**src/mlsm_pkg.sv**
```systemverilog
// shared types, constants and microcode for the x25519 ladder block
// no dependencies
package mlsm_pkg;

    localparam int WORD_BITS  = 64;
    localparam int WORD_COUNT = 4;
    localparam int FE_BITS    = 256;
    localparam int FIELD_BITS = 255;
    localparam int A24_BITS   = 32;
    localparam int NBITS_W    = 9;
    localparam int RF_DEPTH   = 16;
    localparam int RF_AW      = 4;

    // 2^255 - 19
    localparam logic [FE_BITS-1:0] PRIME = {1'b0, {247{1'b1}}, 8'hed};

    localparam logic [1:0] MODE_SCALAR = 2'd0;
    localparam logic [1:0] MODE_COORD  = 2'd1;
    localparam logic [1:0] MODE_START  = 2'd2;

    localparam logic CFG_A24  = 1'b0;
    localparam logic CFG_BITS = 1'b1;

    typedef enum logic [1:0] {
        ALU_ADD = 2'd0,
        ALU_SUB = 2'd1,
        ALU_MUL = 2'd2
    } alu_op_t;

    typedef struct packed {
        logic    start;
        alu_op_t op;
    } alu_req_t;

    typedef logic [4:0] opnd_t;

    localparam opnd_t R_X1   = 5'd0;
    localparam opnd_t R_X2   = 5'd1;
    localparam opnd_t R_Z2   = 5'd2;
    localparam opnd_t R_X3   = 5'd3;
    localparam opnd_t R_Z3   = 5'd4;
    localparam opnd_t R_A    = 5'd5;
    localparam opnd_t R_AA   = 5'd6;
    localparam opnd_t R_B    = 5'd7;
    localparam opnd_t R_BB   = 5'd8;
    localparam opnd_t R_E    = 5'd9;
    localparam opnd_t R_DA   = 5'd10;
    localparam opnd_t R_CB   = 5'd11;
    localparam opnd_t R_T    = 5'd12;
    localparam opnd_t R_ACC  = 5'd13;
    localparam opnd_t R_ZERO = 5'd16;
    localparam opnd_t R_ONE  = 5'd17;
    localparam opnd_t R_BASE = 5'd18;
    localparam opnd_t R_K24  = 5'd19;

    typedef struct packed {
        alu_op_t op;
        opnd_t   dst;
        opnd_t   src_a;
        opnd_t   src_b;
    } uop_t;

    localparam logic [4:0] INIT_LAST   = 5'd5;
    localparam logic [4:0] LADDER_LAST = 5'd17;

    function automatic uop_t mk(alu_op_t op, opnd_t d, opnd_t a, opnd_t b);
        uop_t u;
        u.op    = op;
        u.dst   = d;
        u.src_a = a;
        u.src_b = b;
        return u;
    endfunction

    function automatic uop_t init_uop(logic [4:0] pc);
        uop_t u;
        unique case (pc)
            5'd0:    u = mk(ALU_ADD, R_X1, R_BASE, R_ZERO);
            5'd1:    u = mk(ALU_ADD, R_X2, R_ONE, R_ZERO);
            5'd2:    u = mk(ALU_ADD, R_Z2, R_ZERO, R_ZERO);
            5'd3:    u = mk(ALU_ADD, R_X3, R_X1, R_ZERO);
            5'd4:    u = mk(ALU_ADD, R_Z3, R_ONE, R_ZERO);
            default: u = mk(ALU_ADD, R_ACC, R_ONE, R_ZERO);
        endcase
        return u;
    endfunction

    function automatic uop_t ladder_uop(logic [4:0] pc);
        uop_t u;
        unique case (pc)
            5'd0:    u = mk(ALU_ADD, R_A, R_X2, R_Z2);
            5'd1:    u = mk(ALU_MUL, R_AA, R_A, R_A);
            5'd2:    u = mk(ALU_SUB, R_B, R_X2, R_Z2);
            5'd3:    u = mk(ALU_MUL, R_BB, R_B, R_B);
            5'd4:    u = mk(ALU_SUB, R_E, R_AA, R_BB);
            5'd5:    u = mk(ALU_ADD, R_T, R_X3, R_Z3);
            5'd6:    u = mk(ALU_MUL, R_CB, R_T, R_B);
            5'd7:    u = mk(ALU_SUB, R_T, R_X3, R_Z3);
            5'd8:    u = mk(ALU_MUL, R_DA, R_T, R_A);
            5'd9:    u = mk(ALU_ADD, R_T, R_DA, R_CB);
            5'd10:   u = mk(ALU_MUL, R_X3, R_T, R_T);
            5'd11:   u = mk(ALU_SUB, R_T, R_DA, R_CB);
            5'd12:   u = mk(ALU_MUL, R_T, R_T, R_T);
            5'd13:   u = mk(ALU_MUL, R_Z3, R_X1, R_T);
            5'd14:   u = mk(ALU_MUL, R_X2, R_AA, R_BB);
            5'd15:   u = mk(ALU_MUL, R_T, R_K24, R_E);
            5'd16:   u = mk(ALU_ADD, R_T, R_AA, R_T);
            default: u = mk(ALU_MUL, R_Z2, R_E, R_T);
        endcase
        return u;
    endfunction

    // conditional swap done by renaming x2/z2 against x3/z3
    function automatic opnd_t phys(opnd_t c, logic m);
        opnd_t r;
        r = c;
        if (m)
        begin
            if (c == R_X2)
                r = R_X3;
            else if (c == R_X3)
                r = R_X2;
            else if (c == R_Z2)
                r = R_Z3;
            else if (c == R_Z3)
                r = R_Z2;
        end
        return r;
    endfunction

endpackage

```
**src/mlsm_regfile.sv**
```systemverilog
// field element register file, one write and two registered read ports
// depends on mlsm_pkg
module mlsm_regfile (
    input  logic                         clk,
    input  logic                         we,
    input  logic [mlsm_pkg::RF_AW-1:0]   waddr,
    input  logic [mlsm_pkg::FE_BITS-1:0] wdata,
    input  logic [mlsm_pkg::RF_AW-1:0]   raddr_a,
    input  logic [mlsm_pkg::RF_AW-1:0]   raddr_b,
    output logic [mlsm_pkg::FE_BITS-1:0] rdata_a,
    output logic [mlsm_pkg::FE_BITS-1:0] rdata_b
);
    import mlsm_pkg::*;

    logic [FE_BITS-1:0] mem [RF_DEPTH];

    always_ff @(posedge clk)
    begin
        if (we)
            mem[waddr] <= wdata;
        rdata_a <= mem[raddr_a];
        rdata_b <= mem[raddr_b];
    end

endmodule

```
**config.mk**
```make
export PLATFORM = sky130hd
export DESIGN_NAME = mlsm_regfile
export DESIGN_NICKNAME = d
export VERILOG_FILES = /design/src/mlsm_pkg.sv /design/src/mlsm_regfile.sv
export SDC_FILE = /design/constraint.sdc
export NUM_CORES = 2
export LEC_CHECK = 0
export ABC_CLOCK_PERIOD_IN_PS = 19800
export CORE_MARGIN = 2
export CORE_UTILIZATION = 50
export DETAILED_ROUTE_END_ITERATION = 8
export DONT_BUFFER_PORTS = 1
export PLACE_DENSITY_LB_ADDON = 0.25
export SYNTH_ARGS = -nofsm -noshare
export SYNTH_HDL_FRONTEND = slang
export SYNTH_SLANG_ARGS = --single-unit
```
**constraint.sdc**
```tcl
create_clock -name clk -period 19.8 [get_ports clk]
set_clock_uncertainty 0.2 [all_clocks]
set_input_delay 0.99 -clock clk [delete_from_list [all_inputs] [get_ports clk]]
set_output_delay 0.99 -clock clk [all_outputs]
set_load 0.05 [all_outputs]
```
==> out/qor.txt <==
clk buf depth = 4
flops & latches, synth = 4608
final worst-path setup slack = 14.35 ns
FP Rows = 228
CP Capture Type = flip-flop
sequential area share after synthesis = 68.5%
f_max = 183 MHz
area share of fa/ha/maj cells after synthesis = 0%
largest net degree at the start of global routing = 537
Register-to-Register Setup Slack = 17.70 ns
complex-gate fraction of the synthesized area = 4.75%
DRC violation count after routing = 0
Post-Synthesis Cells = 9767
busiest grt layer = met2
Layout fillers = 28419
Die Ht = 628 um
Placed Area = 0.200 sq mm
worst hold slack = 0.121 ns
Routed WL per cell = 38.8 um
Hold-fix buffers, CTS = 257
1st-pass router iterations = 6
post-route minimum period = 5.45 ns
Area Growth Syn to Fin = 12.3%
Worst-Margin Slew = 2.64 ns
clk root buf = clkbuf_16
Core Util, Final = 56.5%
R2R depth = 4
share of layout cells above drive strength 1 = 25.7%
routing usage on met3 = 6.58%
dpl ws = 13.29 ns
worst min-delay path class = primary input to flip-flop
Max Slew Vio Count = 363
Hold Path Sink = rdata_b[48]
Via Count = 109596
Yosys warning total = 0
Synth area leader = edfxtp_1
xor and xnor area share after synthesis = 0%
mux cell area share after synthesis = 23.2%
fin crit share = 27.5%
Pleak = 71.5 nW
HPWL after DPL = 322 mm
Buffers on Ports = 0
main combinational cell family by area after synthesis = multiplexers
final setup fails = 0
Simple-Gate Fraction of Synth Area = 1.57%
Syn Nets = 10037
synthesized cell area = 0.194 sq mm
final instance area = 0.218 sq mm
Post-Layout Cell Count = 15597
final wirelength = 606 mm
H-tree lvl count = 5
Slew headroom = -76.0%
Worst Hold Depth = 3
Synth top area share = 63.3%
Reg2Reg Launch Point = mem[5][57]
total track usage = 30.5%
commonest register cell after synthesis = edfxtp_1
nets = 10212
CTS clk-pin slew, worst paths = 0.06 ns
async set-reset flop share out of synthesis = 0%
Die Footprint = 0.394 sq mm
most frequent cell after synthesis = edfxtp_1
total of max-cap violations = 0
vias in the first global route = 112169
ranking of synthesized cells by area = edfxtp_1 63%, mux4_2 19%, dfxtp_1 5.3%
distinct cell type count after synthesis = 24
met2 Track Usage GR = 48.6%
Power Dens Cells = 101 mW/mm^2
CP Class = primary input to flip-flop
DR vias/cell = 7.03
Power, Total = 22.1 mW
Post-synth EDFFs = 4096
initial antenna violation count = 106
starting density of the core = 50.3%
syn avg cell area = 19.9 sq um
first-pass GRT wire length = 850 mm
GR Layer Usage met1 = 40.8%
RR Endpoint = rdata_b[57]
total negative setup slack = 0 ns
Critical Path RT = 20.45 ns
maximum VDD drop = 0.000104 V
Final Wtd Congestion = 0.797
CTS buffer count = 462
post_cts resized = 0
Core Region = 0.386 sq mm
Worst-Skew Late Latency = 1.01 ns
GR Overflow Total = 0
placed cell count = 14396
Clock Sinks = 4608
antenna viol nets, final = 0
Arr. time, crit path = 6.10 ns
Setup Fix Bufs, Post-CTS = 0
list of most frequent post-synthesis cells = 4096 x edfxtp_1, 1666 x mux4_2, 1187 x a22oi_1
run status = finished with violations
Initial DRC Count = 15907
I/O pin count = 782
CP max FO = 117
CTS tree = yes
RSZ-0062 raised after global routing = no
Hold Violations, Final = 0
Critical Path Start Type = primary input
hold wc startpoint = raddr_b[1]
Die X = 628 um
failing checks = slew limit
## state kept, by name, indices dropped and copies added, names as in the netlist
name and cells:
mem 4096, rdata_a 256, rdata_b 256
## power breakdown
| part | total [mW] | switching (mW) | internal [mW] | leakage [nW] |
|---|---|---|---|---|
| Combinational | 1.48 | 0.862 | 0.618 | 22.4 |
| Clock | 9.11 | 3.81 | 5.30 | 7.78 |
| Sequential | 11.5 | 0.633 | 10.9 | 41.3 |
| Total | 22.1 | 5.31 | 16.8 | 71.5 |
## worst max-delay path, cell delays in order
cell	delay (ns)
buf_16	0.43
buf_12	0.60
buf_4	0.90
buf_12	0.66
buf_4	0.84
mux4_2	0.59
a22oi_1	0.25
nand2_1	0.09
## area by class of cell
class                   instances  area, sq um  area share, %
diodes                         64          160         0.0734
clock inverters               251         2850           1.30
multi-input cells            4411        57800           26.5
repair buffers                459         4650           2.13
clock buffers                 629        13100           5.99
flip-flops and latches       4608       133000           61.0
well taps                    5175         6470           2.97
## worst max path at each step
stage                     slack [ns]       start      endpoint
final                          14.35  raddr_a[0]  rdata_a[165]
after global routing           13.94  raddr_a[0]   rdata_a[97]
after CTS                      14.40  raddr_a[0]   rdata_a[85]
after detailed placement       13.29  raddr_a[0]   rdata_a[85]
after global placement         13.37  raddr_a[0]   rdata_a[92]
after floorplan                 6.60    waddr[2]     mem[1][0]
## cells by family after synthesis
family | Yosys count
buf+inv | 748
flops | 4608
mux | 2430
compound gates | 1246
simple gates | 735
## layout by cell type (no fill, tap or decap), drive strengths merged, types with 64 or more instances in the layout
cell type    netlist  final
diode              0     64
mux4            1666   1666
buf              473    202
dlygate4sd3        0    257
clkinv             0    154
a22oi           1187   1187
nand3            161    161
edfxtp          4096   4096
nand2            501    501
dfxtp            512    512
mux2i            764    764
clkbuf           275    629
## layer usage
metal  up-vias  wire (um)
li1      42172          -
met1     57911     218000
met2      7899     286000
met3      1570      69300
met4        44      31700
met5         -        272
No activity file was read; power rests on OpenSTA's default activity.
